<file path="config.mk">
export PLATFORM = sky130hd
export DESIGN_NAME = lpht_ram
export DESIGN_NICKNAME = d
export VERILOG_FILES = /design/src/design/lpht_ram.sv
export SDC_FILE = /design/constraint.sdc
export NUM_CORES = 1
export LEC_CHECK = 0
export BUFFER_PORTS_ARGS = -buffer_cell sky130_fd_sc_hd__buf_2
export CORE_MARGIN = 10
export CORE_UTILIZATION = 48
export CTS_CLUSTER_DIAMETER = 100
export CTS_CLUSTER_SIZE = 20
export DETAILED_ROUTE_END_ITERATION = 12
export GPL_ROUTABILITY_DRIVEN = 0
export GPL_TIMING_DRIVEN = 0
export PLACE_DENSITY = 0.72
export SLEW_MARGIN = 0
export SYNTH_ARGS = -nofsm -noshare
export SYNTH_HDL_FRONTEND = slang
export SYNTH_SLANG_ARGS = --single-unit
</file>
<file path="constraint.sdc">
create_clock -name clk -period 4.07 [get_ports clk]
set_input_delay 0.407 -clock clk [delete_from_list [all_inputs] [get_ports clk]]
set_output_delay 0.407 -clock clk [all_outputs]
set_load 0.01 [all_outputs]
</file>
<file path="src/design/lpht_ram.sv">
module lpht_ram #(
	parameter int WIDTH = 8,
	parameter int DEPTH = 16
) (
	input logic clk,
	input logic we,
	input logic [$clog2(DEPTH)-1:0] waddr,
	input logic [WIDTH-1:0] wdata,
	input logic [$clog2(DEPTH)-1:0] raddr,
	output logic [WIDTH-1:0] rdata
);
	logic [WIDTH-1:0] mem_q [DEPTH];
	logic [WIDTH-1:0] rdata_q;

	always_ff @(posedge clk) begin
		if (we) begin
			mem_q[waddr] <= wdata;
		end
		rdata_q <= mem_q[raddr];
	end

	assign rdata = rdata_q;
endmodule

</file>
==> summary.txt <==
=================================================================================
Run status ......................................................... complete, no violations
Post-synthesis cell count ..........................................          229
Post-synthesis cell type with the largest combined area ............ sky130_fd_sc_hd__edfxtp_1
Hold violation total from the final report .........................            0
CP max stage cell .................................................. sky130_fd_sc_hd__nor3_1
Leakage dissipation ................................................      2.01 nW
Count of cell types in the netlist .................................           19
Largest net degree at the start of global routing ..................           17
Post-route non-filler standard cell count ..........................          421
CTS tree ...........................................................        built
Hold wc startpoint .................................................     wdata[2]
Worst clock skew ...................................................    0.0105 ns
Ranking of synthesized cells by area ............................... sky130_fd_sc_hd__edfxtp_1, sky130_fd_sc_hd__mux4_2, sky130_fd_sc_hd__mux4_1
R2R depth ..........................................................            3
Number of slew-limit violations in the final report ................            0
Part of the Yosys area used for sequential elements ................        0.778
Hold Path Cell Cnt .................................................            1
TritonCTS Buffers ..................................................           17
Count of input and output buffers ..................................           24
Via count of the first global-routing pass .........................         2466
Placed instance count ..............................................          389
Resized cells post-CTS .............................................            0
Ratio of final minimum period to clock period ......................        0.466
Startpoint-to-endpoint class of the critical path .................. input pin to flop
Data arrival time of the critical path .............................      2.02 ns
Number of antenna diodes ...........................................            0
Crit Reg-Reg Endpoint ..............................................     rdata[7]
Die X ..............................................................       124 um
Most frequent cell after synthesis ................................. sky130_fd_sc_hd__edfxtp_1
Clock slew seen by the registers of the worst setup and hold paths .      0.06 ns
Clock Root Buffer .................................................. sky130_fd_sc_hd__clkbuf_8
First-pass GRT wire length .........................................      15.0 mm
Post-synth net total ...............................................          247
Power density relative to cell area ................................   526 nW/um2
Cells traversed along the worst timing path ........................ buf_2, or3b_2, nor3_1
Final routed wirelength across all metal layers ....................      9.82 mm
Area share of the largest cell type after synthesis ................        0.747
Min-delay worst type ............................................... input pin to flop
Primary FF master, synth ........................................... sky130_fd_sc_hd__edfxtp_1
GRT Overall Usage ..................................................        0.141
Ys async rst share .................................................            0
Post-Syn Area ......................................................     5150 um2
Maximum capacitance violations .....................................            0
Worst setup startpoint .............................................     waddr[2]
Number of placement rows ...........................................           37
Synth warnings .....................................................            0
CTS sink count .....................................................          136
Maximum operating frequency ........................................      527 MHz
Worst R2R Start ....................................................  mem_q[2][7]
Insertion delay to the later sink of the worst-skew pair ...........      0.52 ns
Starting DRC count in detailed routing .............................          264
Count of H-tree levels built during CTS ............................            4
Endpoint with the worst hold slack ................................. mem_q[15][2]
Area growth from synthesis to layout ...............................        16.4%
Worst Setup Slack, final ...........................................      2.17 ns
Area of the die ....................................................    15300 um2
DR vias ............................................................         2346
Maximum clock insertion buffer count ...............................            2
Vertical die dimension .............................................       124 um
Max VDD drop .......................................................     0.254 mV
GRT overflow .......................................................            0
Detailed Place HPWL ................................................      6.09 mm
Post-Place Worst Slack .............................................      1.66 ns
Least-Margin Pin Slew ..............................................      1.26 ns
Flop and latch count out of synthesis ..............................          136
Worst stage delay on the critical path .............................      0.98 ns
Unrepaired setup endpoints after global routing ....................           no
Antenna-violating nets left ........................................            0
Standard cell core area ............................................    10400 um2
Detailed-route DRC error count .....................................            0
Net count, final ...................................................          290
Min Tclk post-route ................................................      1.90 ns
Normalized max-slew margin .........................................        0.154
DR pass1 iterations ................................................            4
WP data required ...................................................      4.19 ns
Worst reg2reg setup slack ..........................................      2.70 ns
Number of antenna violations at the first check in global routing ..            0
Summed negative setup slack over all endpoints .....................         0 ns
Count of pins on the block boundary ................................           26
Most used standard cells in the synthesized netlist ................ sky130_fd_sc_hd__edfxtp_1, sky130_fd_sc_hd__mux4_2, sky130_fd_sc_hd__a22oi_1
Number of vias per cell after detailed routing .....................         5.57
Number of enable flip-flop cells after synthesis ...................          128
Category of the worst setup path launch point ......................    input pin
Setup violation total in the final timing report ...................            0
Avg WL per Cell ....................................................      23.3 um
Post-CTS Setup Inserts .............................................            0
Critical path capture point type ...................................         flop
Average cell area after synthesis ..................................     22.5 um2
Worst hold margin ..................................................     0.277 ns
Total of hold buffers inserted after clock tree synthesis ..........            0
Effective utilization at floorplan .................................        0.496
Layout cell share with drive strength beyond 1 .....................        0.291
Max FO, Critical Path ..............................................            8
=================================================================================
-- placed cells by master, fill, tap and decap left out --
cell type / instances
sky130_fd_sc_hd__nand2_1: 9
sky130_fd_sc_hd__or3b_2: 1
sky130_fd_sc_hd__nand3_1: 1
sky130_fd_sc_hd__clkbuf_1: 2
sky130_fd_sc_hd__nand3b_1: 2
sky130_fd_sc_hd__buf_4: 1
sky130_fd_sc_hd__buf_6: 3
sky130_fd_sc_hd__edfxtp_1: 128
sky130_fd_sc_hd__clkinv_2: 6
sky130_fd_sc_hd__nor2b_1: 1
sky130_fd_sc_hd__nor2_1: 13
sky130_fd_sc_hd__clkinv_4: 3
sky130_fd_sc_hd__nand2b_1: 2
sky130_fd_sc_hd__buf_2: 27
sky130_fd_sc_hd__dfxtp_1: 8
sky130_fd_sc_hd__clkdlybuf4s25_2: 3
sky130_fd_sc_hd__and2_1: 1
sky130_fd_sc_hd__bufinv_16: 2
sky130_fd_sc_hd__and2b_1: 1
sky130_fd_sc_hd__mux4_2: 18
sky130_fd_sc_hd__clkbuf_16: 16
sky130_fd_sc_hd__nor3_1: 4
sky130_fd_sc_hd__clkbuf_8: 1
sky130_fd_sc_hd__clkinvlp_4: 2
sky130_fd_sc_hd__a22oi_1: 16
sky130_fd_sc_hd__mux4_1: 14
-- report_power, final --
group	leakage (nW)	switching, mW	internal [mW]
Sequential	1.22	0.00707	1.57
Clock	0.271	0.562	0.866
Combinational	0.515	0.0870	0.0622
-- routing by layer --
layer,vias up,track usage,wire [um]
met3,9,0.0401,779
met1,1189,0.176,3880
met2,86,0.225,5020
li1,1062,-,-
met4,0,0.0640,152
met5,-,0,0
-- sequential cells by signal (all words and copies together), names as in the netlist --
| name | count |
|---|---|
| rdata | 8 |
| mem_q | 128 |
-- worst max-delay path: cells and delay by family --
kind,cells,cell delay (ns)
simple gates,2,1.50
buf+inv,1,0.12
-- layout make-up --
class,instances,area [um2]
fill,764,4380
buffer,10,86.3
clock buffer,19,422
clock inverter,13,131
multi-input combinational,83,1060
sequential,136,4000
timing repair buffer,24,120
tap,136,170
-- cell families after synthesis --
kind of cell	Yosys count	synth area share
and+or+nand+nor	35	0.0318
DFF	136	0.778
muxes	32	0.150
buffers and inverters	10	0.0168
AOI/OAI and AO/OA	16	0.0233
-- stage by stage --
step | util | cell area (um2) | total power, mW
finish | 0.578 | 5990 | 3.15
CTS | 0.578 | 5990 | 3.16
global placement | 0.524 | 5440 | 1.75
floorplan | - | 5150 | 1.69
global route | 0.578 | 5990 | 3.24
detailed placement | 0.524 | 5440 | 1.75
-- worst max path at each step --
stage / cells past startpoint / slack [ns] / endpoint
5_1_grt: 3 / 2.10 / mem_q[0][2]
3_5_place_dp: 3 / 1.66 / mem_q[0][0]
3_3_place_gp: 3 / 1.67 / mem_q[0][0]
4_1_cts: 3 / 2.17 / mem_q[0][6]
6_report: 3 / 2.17 / mem_q[0][6]
2_1_floorplan: 2 / 2.17 / mem_q[0][0]
Power figures use the tool's default switching activity.
