===== src/design/lpht_pkg.sv =====
package lpht_pkg;

	localparam int SLOT_CAPACITY_DEF = 1024;
	localparam int KEY_BITS = 32;
	localparam int VALUE_BITS = 32;
	localparam int HASH_BITS = 32;
	localparam int ACTIVE_BITS = 11;
	localparam int SLOT_BITS = 10;
	localparam int ENTRY_BITS = 11;
	localparam logic [ACTIVE_BITS-1:0] ACTIVE_RESET = 11'd1024;

	localparam logic [1:0] KIND_GET = 2'd0;
	localparam logic [1:0] KIND_PUT = 2'd1;
	localparam logic [1:0] KIND_CLEAR = 2'd2;

	typedef enum logic [2:0] {
		STAT_FOUND = 3'd0,
		STAT_INSERTED = 3'd1,
		STAT_UPDATED = 3'd2,
		STAT_NOT_FOUND = 3'd3,
		STAT_FULL = 3'd4,
		STAT_RESERVED = 3'd5
	} status_t;

	typedef enum logic [2:0] {
		S_SWEEP,
		S_IDLE,
		S_HASH,
		S_PROBE,
		S_RESP
	} state_t;

	typedef logic [ACTIVE_BITS-1:0] cfg_data_t;

	typedef struct packed {
		logic [1:0] kind;
		logic [KEY_BITS-1:0] key;
		logic [VALUE_BITS-1:0] value;
		logic [HASH_BITS-1:0] home_hash;
	} req_t;

	typedef struct packed {
		status_t status;
		logic [VALUE_BITS-1:0] found_value;
		logic [SLOT_BITS-1:0] slot_index;
		logic [ENTRY_BITS-1:0] entry_total;
	} rsp_t;

	typedef struct packed {
		logic used;
		logic [KEY_BITS-1:0] key;
		logic [VALUE_BITS-1:0] value;
	} entry_t;

endpackage


===== src/design/lpht_mod_unit.sv =====
module lpht_mod_unit #(
	parameter int CNT_W = 11
) (
	input logic clk,
	input logic arst_n,
	input logic start,
	input logic [lpht_pkg::HASH_BITS-1:0] dividend,
	input logic [CNT_W-1:0] divisor,
	output logic done,
	output logic [CNT_W-1:0] rem
);
	import lpht_pkg::*;

	localparam int DIGIT_BITS = 4;
	localparam int DIGITS = HASH_BITS / DIGIT_BITS;
	localparam int STEP_W = (DIGITS > 1) ? $clog2(DIGITS) : 1;

	logic busy_q;
	logic done_q;
	logic [STEP_W-1:0] step_q;
	logic [HASH_BITS-1:0] dvd_q;
	logic [CNT_W-1:0] rem_q;
	logic [CNT_W-1:0] rem_d;

	// restoring remainder, DIGIT_BITS dividend bits per cycle
	always_comb begin
		logic [CNT_W:0] t;
		logic [CNT_W-1:0] r;
		r = rem_q;
		for (int i = 0; i < DIGIT_BITS; i++) begin
			t = {r, dvd_q[HASH_BITS-1-i]};
			if (t >= {1'b0, divisor}) begin
				t = t - {1'b0, divisor};
			end
			r = t[CNT_W-1:0];
		end
		rem_d = r;
	end

	always_ff @(posedge clk or negedge arst_n) begin
		if (!arst_n) begin
			busy_q <= 1'b0;
			done_q <= 1'b0;
			step_q <= '0;
		end else begin
			done_q <= 1'b0;
			if (start) begin
				busy_q <= 1'b1;
				step_q <= '0;
			end else if (busy_q) begin
				step_q <= step_q + STEP_W'(1);
				if (step_q == STEP_W'(DIGITS - 1)) begin
					busy_q <= 1'b0;
					done_q <= 1'b1;
				end
			end
		end
	end

	always_ff @(posedge clk) begin
		if (start) begin
			dvd_q <= dividend;
			rem_q <= '0;
		end else if (busy_q) begin
			dvd_q <= dvd_q << DIGIT_BITS;
			rem_q <= rem_d;
		end
	end

	assign done = done_q;
	assign rem = rem_q;
endmodule


===== config.mk =====
export PLATFORM = sky130hd
export DESIGN_NAME = lpht_mod_unit
export DESIGN_NICKNAME = d
export VERILOG_FILES = /design/src/design/lpht_pkg.sv /design/src/design/lpht_mod_unit.sv
export SDC_FILE = /design/constraint.sdc
export NUM_CORES = 1
export LEC_CHECK = 0
export BUFFER_PORTS_ARGS = -buffer_cell sky130_fd_sc_hd__buf_2
export CAP_MARGIN = 25
export CORE_ASPECT_RATIO = 0.9
export CORE_MARGIN = 2
export CORE_UTILIZATION = 50
export CTS_CLUSTER_SIZE = 24
export DETAILED_ROUTE_END_ITERATION = 6
export PLACE_DENSITY = 0.7
export SYNTH_ARGS = -nofsm -noshare
export SYNTH_HDL_FRONTEND = slang
export SYNTH_SLANG_ARGS = --single-unit

===== constraint.sdc =====
create_clock -name clk -period 12.6 [get_ports clk]
set_input_delay 1.89 -clock clk [delete_from_list [all_inputs] [get_ports clk]]
set_output_delay 1.89 -clock clk [all_outputs]
set_load 0.01 [all_outputs]

==> impl_metrics.tcl, run 1 <==
set metrics [dict create \
    status "completed" \
    ioPinCount 58 \
    cts_tree "yes" \
    cts_buffers 5 \
    reg2reg_slack_ns 2.36 \
    crit_path_max_incr_delay_ns 0.57 \
    drtIter0Drc 285 \
    synth.distinct_cells 59 \
    vias_per_cell 6.01 \
    gp_congestion 0.983 \
    synth_seq_area_share 0.289 \
    worst-path-buf-inv 2 \
    drive_above_1_share 0.231 \
    antenna_found_initial 0 \
    synth_top_area_frac 0.213 \
    vias 3894 \
    worst_slew_pin_slew_ns 0.955 \
    min_period_ns 11.51 \
    ctsHoldBuffers 0 \
    mappedNetlistArea_um2 4510 \
    numPortBuffers 57 \
    syn_inst 480 \
    final_common_cell "buf_2" \
    worstPathRequired_ns 12.81 \
    setup_tns_ns 0 \
    path_class "input port to flip-flop" \
    dp_cells 640 \
    finalClockSkew_ns 0.00723 \
    area_delta_synth_final_pct 10.1 \
    post-route-period-util 0.913 \
    clk_pin_slew_worst_paths_ns 0.09 \
    finalSetupViolations 0 \
    hold_path.class "flip-flop to flip-flop" \
    post_cts.repair.setup_buffers 0 \
    overflow 0 \
    syn_avg_cell_area_um2 9.40 \
    final_util 0.572 \
    cp-end-kind "flip-flop" \
    synth_top_flop_cell "edfxtp_1" \
    worstSetupStartpointType "input port" \
    drt-pass1-iter-count 5 \
    detail-route-antenna-nets 0 \
    max_freq_mhz 86.9 \
    drt-total-wl_mm 11.8 \
    wl_per_cell_um 18.2 \
    crit_path_max_fanout 19 \
    coreArea_um2 8690 \
    antenna_cells 0 \
    synth_nets 576 \
    grt_start_max_net_pins 50 \
    die-area_um2 9810 \
    row_count 32 \
    async_flop_share 0.104 \
    layout_common_cells "buf_2 (57), mux2_2 (49), ha_1 (46), nor2_1 (45)" \
    root_buffer "clkbuf_8" \
    slew-limit-headroom 0.363 \
    clock_latency_ns 0.30 \
    layout.cells.non_filler 648 \
    cap_violations 0 \
    post_cts_resized 0 \
    cts.sinks 48 \
    synth-seq-cells 48 \
    grt_pass1_vias 3697 \
    finalHoldViolations 0 \
    grt_pass1_wl_mm 18.8 \
    critPathMostFrequentCell "a21oi_1" \
    grt_usage 0.242 \
    cp.arrival_ns 11.72 \
    nets 624 \
    die_y_um 94.1 \
    slew_violations 0 \
    drc 0 \
    synth.area.top_cells "edfxtp_1 (21%), ha_1 (13%), mux2_2 (12%), dfxtp_1 (4.9%), nor2_1 (3.7%)" \
    synth_edf_count 32 \
    htreeDepth 2 \
    start_util 0.520 \
    rsz0062_at_grt "false" \
    die_w_um 104 \
    hpwl_mm 9.37 \
    crit_slowest_cell "a2111o_1" \
    path_delay_family "compound AO/OA/AOI/OAI gates" \
    ys_warn_count 0 \
    synth_area_leader_cell "edfxtp_1" \
    fin_hold_ws_ns 0.536 \
    clock_path_buffers 2 \
]
metal layers:
metal  part of all wire  wire [um]  track usage
met5                  0          0            0
met4              0.017        205       0.0518
met3              0.055        654       0.0305
met2               0.46       5450        0.390
met1               0.47       5500        0.349
final timing paths:
check,startpoint,end,depth (start not counted)
worst min-delay path,step_q[1]$_DFFE_PN0P_,step_q[1]$_DFFE_PN0P_,2
worst min register to register,step_q[1]$_DFFE_PN0P_,step_q[1]$_DFFE_PN0P_,2
worst max-delay path,divisor[0],rem[3]$_SDFFE_PP0P_,35
min in group asynchronous,arst_n,step_q[1]$_DFFE_PN0P_,1
max in group asynchronous,arst_n,done$_DFF_PN0_,1
worst max register to register,dvd_q[31]$_DFFE_PP_,rem[3]$_SDFFE_PP0P_,35
synthesized netlist by cell type, types with 10 or more instances:
cell / number
edfxtp_1: 32
nor2_1: 45
a21o_1: 10
xnor2_1: 16
nand4_1: 10
mux2_2: 49
inv_1: 32
o21ai_0: 21
ha_1: 46
dfxtp_1: 11
a21oi_1: 26
nand2_1: 14
nand3_1: 12
a311oi_1: 11
metrics by stage:
stage | instance area (um^2) | setup slack, ns
3_5_place_dp | 4870 | 0.899
2_1_floorplan | 4510 | 2.24
6_report | 4970 | 1.09
5_1_grt | 4970 | 0.358
4_1_cts | 4970 | 1.21
3_3_place_gp | 4870 | 1.29
flip-flops by register name, indices dropped and copies added, names as in the netlist:
signal and count:
step_q 3, rem 11, busy_q 1, done 1, dvd_q 32
worst reg2reg max path: cells and delay by family (launching register included):
family / cells / cell delay (ns)
buffers and inverters: 2 / 0.15
adders and majority gates: 5 / 1.95
AOI/OAI and AO/OA: 19 / 5.16
and+or+nand+nor: 9 / 2.46
DFF: 1 / 0.42
area by class of cell:
| cell class | instances | area, um^2 |
|---|---|---|
| fillers | 775 | 3720 |
| multi-input cells | 384 | 3010 |
| flip-flops and latches | 48 | 1310 |
| repair buffers | 57 | 285 |
| well taps | 119 | 149 |
| inverters | 32 | 120 |
| clock buffers | 6 | 82.6 |
| clock inverters | 2 | 15.0 |
logic make-up after synthesis:
logic type,count (synthesis),synth area share
compound gates,115,0.178
buf+inv,48,0.0438
simple gates,139,0.158
mux,56,0.139
fa+ha+maj,50,0.145
flops,48,0.289
xor+xnor,24,0.0466
Power of run 1 is left out: the tool's default activity adds up to more than one toggle a clock period on the data nets, which glitch-free logic cannot reach.
==> inputs of run 2 (changes only) <==
--- a/config.mk
+++ b/config.mk
@@ -9,10 +9,9 @@
 export CAP_MARGIN = 25
 export CORE_ASPECT_RATIO = 0.9
 export CORE_MARGIN = 2
-export CORE_UTILIZATION = 50
+export CORE_UTILIZATION = 30
 export CTS_CLUSTER_SIZE = 24
 export DETAILED_ROUTE_END_ITERATION = 6
-export PLACE_DENSITY = 0.7
 export SYNTH_ARGS = -nofsm -noshare
 export SYNTH_HDL_FRONTEND = slang
 export SYNTH_SLANG_ARGS = --single-unit
==> run 2 against run 1 <==
Count of clock-buffer cells in the layout fell by 1. Hold slack worse by 0.0099 ns. Wire length is 1.9% higher. Final cell count increased by 12%. Die area grew 64%. Via count shrank 2.9%. Critical path type unchanged. Global-route usage is 8.7 points lower. Worst setup slack better by 0.024 ns. Design area up 3.9%. Register-to-register slack better by 0.05 ns. Largest cell class unchanged. Non-clock buffer count unchanged. Flip-flop and latch count unchanged.
==> impl_metrics.tcl, run 2 (synthesis gave the netlist of run 1 again) <==
set metrics [dict create \
    crit_path_max_fanout 19 \
    critPathMostFrequentCell "a21oi_1" \
    finalSetupViolations 0 \
    htreeDepth 2 \
    ctsHoldBuffers 0 \
    final_common_cell "buf_2" \
    grt_start_max_net_pins 50 \
    row_count 42 \
    cts_tree "yes" \
    timing.rr.end "rem[3]$_SDFFE_PP0P_" \
    largest-register "dvd_q" \
    cts_buffers 5 \
    finalHoldViolations 0 \
    clk_pin_slew_worst_paths_ns 0.07 \
    status "completed" \
    setup_tns_ns 0 \
    slew_violations 0 \
    grt_usage 0.155 \
    gp_congestion 0.906 \
    drt-pass1-iter-count 5 \
    clock_latency_ns 0.29 \
    antenna_cells 0 \
    worst_slew_pin_slew_ns 0.972 \
    post-route-period-util 0.912 \
    crit_slowest_cell "or3_1" \
    clock_path_buffers 2 \
    largest_reg_flops 32 \
    ioPinCount 58 \
    layout_common_cells "buf_2 (57), mux2_2 (49), ha_1 (46), nor2_1 (45)" \
    worstPathRequired_ns 12.80 \
    r2r_cells 35 \
    drc 0 \
    reg2reg_slack_ns 2.41 \
    overflow 0 \
    worstSetupStartpointType "input port" \
    min_period_ns 11.48 \
    cap_violations 0 \
    numPortBuffers 57 \
    root_buffer "clkbuf_16" \
    area_delta_synth_final_pct 14.4 \
    crit_path_max_incr_delay_ns 0.58 \
    vias 3783 \
    wl_per_cell_um 16.6 \
    detail-route-antenna-nets 0 \
    drtIter0Drc 244 \
    cp-end-kind "flip-flop" \
    die_y_um 120 \
    coreArea_um2 14700 \
    cts.sinks 48 \
    finalClockSkew_ns 0.00376 \
    path_class "input port to flip-flop" \
    grt_pass1_vias 3786 \
    die_w_um 133 \
    vias_per_cell 5.20 \
    antenna_found_initial 0 \
    final_util 0.351 \
    cp-endpoint "rem[3]$_SDFFE_PP0P_" \
    grt_pass1_wl_mm 19.8 \
    hpwl_mm 9.49 \
    reg2reg_from "dvd_q[31]$_DFFE_PP_" \
    startpoint "divisor[0]" \
    drive_above_1_share 0.231 \
    post_cts_resized 0 \
    cp.arrival_ns 11.68 \
    rsz0062_at_grt "false" \
    start_util 0.307 \
    max_freq_mhz 87.1 \
    drt-total-wl_mm 12.0 \
    post_cts.repair.setup_buffers 0 \
    hold_path.class "flip-flop to flip-flop" \
    slew-limit-headroom 0.352 \
    die-area_um2 16000 \
    nets 624 \
]
[run 2: cell types whose count changed in the layout (fill, tap and decap cells not counted), sizes merged]
cell      change
bufinv        +2
inv           +1
clkbuf        -1
clkinvlp      -2
[run 2: worst max-delay path, delay by kind of cell]
| family | cells | cell delay (ns) |
|---|---|---|
| and+or+nand+nor | 9 | 2.51 |
| buffers and inverters | 2 | 0.22 |
| AOI/OAI and AO/OA | 19 | 4.98 |
| adders and majority gates | 5 | 2.01 |
[run 2: cell type report]
class,count,area (um^2)
Fill cell,1550,9550
Clock buffer,5,125
Multi-Input combinational cell,384,3010
Timing Repair Buffer,57,285
Tap cell,198,248
Clock inverter,3,68.8
Inverter,32,120
Sequential cell,48,1310
[run 2: stage by stage]
stage / std cells / hold WS [ns] / setup WS, ns / instance area, um^2
2_1_floorplan: 480 / 0.490 / 2.24 / 4510
3_3_place_gp: 719 / 0.507 / 1.22 / 4970
3_5_place_dp: 719 / 0.527 / 0.916 / 4970
4_1_cts: 727 / 0.536 / 1.21 / 5160
5_1_grt: 727 / 0.569 / 0.239 / 5160
6_report: 727 / 0.526 / 1.12 / 5160
[run 2: worst min path at each step]
stage / from / to / slack [ns] / depth (start not counted)
after floorplan: step_q[1]$_DFFE_PN0P_ / step_q[1]$_DFFE_PN0P_ / 0.49 / 2
after global placement: step_q[1]$_DFFE_PN0P_ / step_q[1]$_DFFE_PN0P_ / 0.51 / 2
after detailed placement: step_q[2]$_DFFE_PN0P_ / step_q[2]$_DFFE_PN0P_ / 0.53 / 2
after CTS: rem[7]$_SDFFE_PP0P_ / rem[7]$_SDFFE_PP0P_ / 0.54 / 2
after global routing: rem[4]$_SDFFE_PP0P_ / rem[4]$_SDFFE_PP0P_ / 0.57 / 2
final: rem[7]$_SDFFE_PP0P_ / rem[7]$_SDFFE_PP0P_ / 0.53 / 2
[run 2: per-layer routing]
layer / GRT usage / part of all wire / vias up
met2: 0.236 / 0.43 / 121
met5: 0 / 0 / -
li1: - / - / 1909
met3: 0.0344 / 0.074 / 19
met4: 0.0459 / 0.021 / 0
met1: 0.220 / 0.48 / 1734
Power of run 2 is left out for the same reason.
==> inputs of run 3 (changes only) <==
--- a/config.mk
+++ b/config.mk
@@ -12,6 +12,7 @@
 export CORE_UTILIZATION = 30
 export CTS_CLUSTER_SIZE = 24
 export DETAILED_ROUTE_END_ITERATION = 6
+export RECOVER_POWER = 25
 export SYNTH_ARGS = -nofsm -noshare
 export SYNTH_HDL_FRONTEND = slang
 export SYNTH_SLANG_ARGS = --single-unit
==> run 3 against run 2 <==
The flow now finishes with violations (capacitance limit, slew limit). Core utilization down 0.11 points. Final cell count unchanged. Die area unchanged. Global-route usage unchanged. Fmax about the same. Critical path type unchanged. Critical endpoint unchanged.
==> impl_metrics.tcl, run 3 (synthesis gave the netlist of run 1 again) <==
set metrics [dict create \
    status "complete, but fails checks" \
    failed_checks "capacitance limit, slew limit" \
    numPortBuffers 57 \
    clk_pin_slew_worst_paths_ns 0.07 \
    clock_path_buffers 2 \
    path_class "input port to flip-flop" \
    critPathMostFrequentCell "a21oi_1" \
    vias 3813 \
    fin_hold_ws_ns 0.536 \
    cts_tree "yes" \
    crit_path_max_fanout 19 \
    nets 624 \
    layout_common_cells "mux2_2 (49), ha_1 (46), nor2_1 (45), buf_2 (44)" \
    grt_pass1_wl_mm 19.8 \
    drt-total-wl_mm 12.0 \
    layout.cells.non_filler 727 \
    grt_pass1_vias 3786 \
    worstSetupStartpointType "input port" \
    routed-wl-met2_mm 5.16 \
    row_count 42 \
    hold_path.class "flip-flop to flip-flop" \
    finalHoldViolations 0 \
    grt_start_max_net_pins 50 \
    vias_per_cell 5.24 \
    top_layer "met4" \
    nFillCells 1554 \
    clock_latency_ns 0.29 \
    drt-met1-wl_mm 5.64 \
    worstPathRequired_ns 12.78 \
    gp_congestion 0.906 \
    cts_buffers 5 \
    worst_slew_pin_slew_ns 2.34 \
    wl_per_cell_um 16.5 \
    cts.sinks 48 \
    antenna_found_initial 0 \
    crit_path_max_incr_delay_ns 0.58 \
    finalSetupViolations 0 \
    largest-register "dvd_q" \
    largest_reg_flops 32 \
    detail-route-antenna-nets 0 \
    grt_usage 0.155 \
    start_util 0.307 \
    post_cts.repair.setup_buffers 0 \
    post_cts_resized 0 \
    htreeDepth 2 \
    hpwl_mm 9.49 \
    cp.arrival_ns 11.67 \
    final_util 0.350 \
    max_freq_mhz 87.1 \
    final_common_cell "mux2_2" \
    slew_violations 50 \
    min_period_ns 11.49 \
    area_delta_synth_final_pct 14.0 \
    rsz0062_at_grt "false" \
    ctsHoldBuffers 0 \
    drtIter0Drc 310 \
    root_buffer "clkbuf_16" \
    post-route-period-util 0.912 \
    slew-limit-headroom -0.558 \
    cp-end-kind "flip-flop" \
    drc 0 \
    drive_above_1_share 0.206 \
    finalClockSkew_ns 0.00395 \
    ioPinCount 58 \
    die-area_um2 16000 \
    setup_tns_ns 0 \
    die_y_um 120 \
    cap_violations 1 \
    antenna_cells 0 \
    met3_length_um 928 \
    crit_slowest_cell "or3_1" \
    die_w_um 133 \
    overflow 0 \
    coreArea_um2 14700 \
    drt-pass1-iter-count 6 \
    dp_cells 719 \
]
-- run 3: cell count changes in the layout (fill, tap and decap cells not counted) --
cell / before / now
clkbuf_1: 0 / 13
and2_0: 0 / 4
buf_2: 57 / 44
and2_1: 7 / 3
-- run 3: critical path: cells and delay by family --
family          cells  cell delay [ns]
compound gates     19             5.00
fa+ha+maj           5             2.00
simple gates        9             2.51
buf+inv             2             0.23
-- run 3: per-stage QoR --
| stage | setup WS (ns) | cell area (um^2) |
|---|---|---|
| after floorplan | 2.24 | 4510 |
| after global placement | 1.22 | 4970 |
| after detailed placement | 0.916 | 4970 |
| after CTS | 1.21 | 5160 |
| after global routing | 0.215 | 5150 |
| final | 1.11 | 5150 |
-- run 3: cell type report --
cell class | instances | area, um^2 | area share
well taps | 198 | 248 | 0.0481
clock buffers | 5 | 125 | 0.0243
clock inverters | 3 | 68.8 | 0.0134
repair buffers | 57 | 269 | 0.0523
multi-input cells | 384 | 3010 | 0.585
inverters | 32 | 120 | 0.0233
flip-flops and latches | 48 | 1310 | 0.254
-- run 3: routing by layer --
layer,global-route usage,vias to the layer above
met2,0.236,127
met5,0,-
li1,-,1913
met1,0.220,1755
met3,0.0344,18
met4,0.0459,0
-- run 3: final timing paths --
| path | start | cells past startpoint | slack [ns] | end |
|---|---|---|---|---|
| hold reg to reg | step_q[1]$_DFFE_PN0P_ | 2 | 0.54 | step_q[1]$_DFFE_PN0P_ |
| min in group asynchronous | arst_n | 1 | 1.44 | done$_DFF_PN0_ |
| max in group asynchronous | arst_n | 1 | 10.94 | step_q[2]$_DFFE_PN0P_ |
| hold / removal | step_q[1]$_DFFE_PN0P_ | 2 | 0.54 | step_q[1]$_DFFE_PN0P_ |
| setup reg to reg | dvd_q[31]$_DFFE_PP_ | 35 | 2.39 | rem[3]$_SDFFE_PP0P_ |
| setup / recovery | divisor[0] | 35 | 1.11 | rem[3]$_SDFFE_PP0P_ |
Power of run 3 is left out for the same reason.
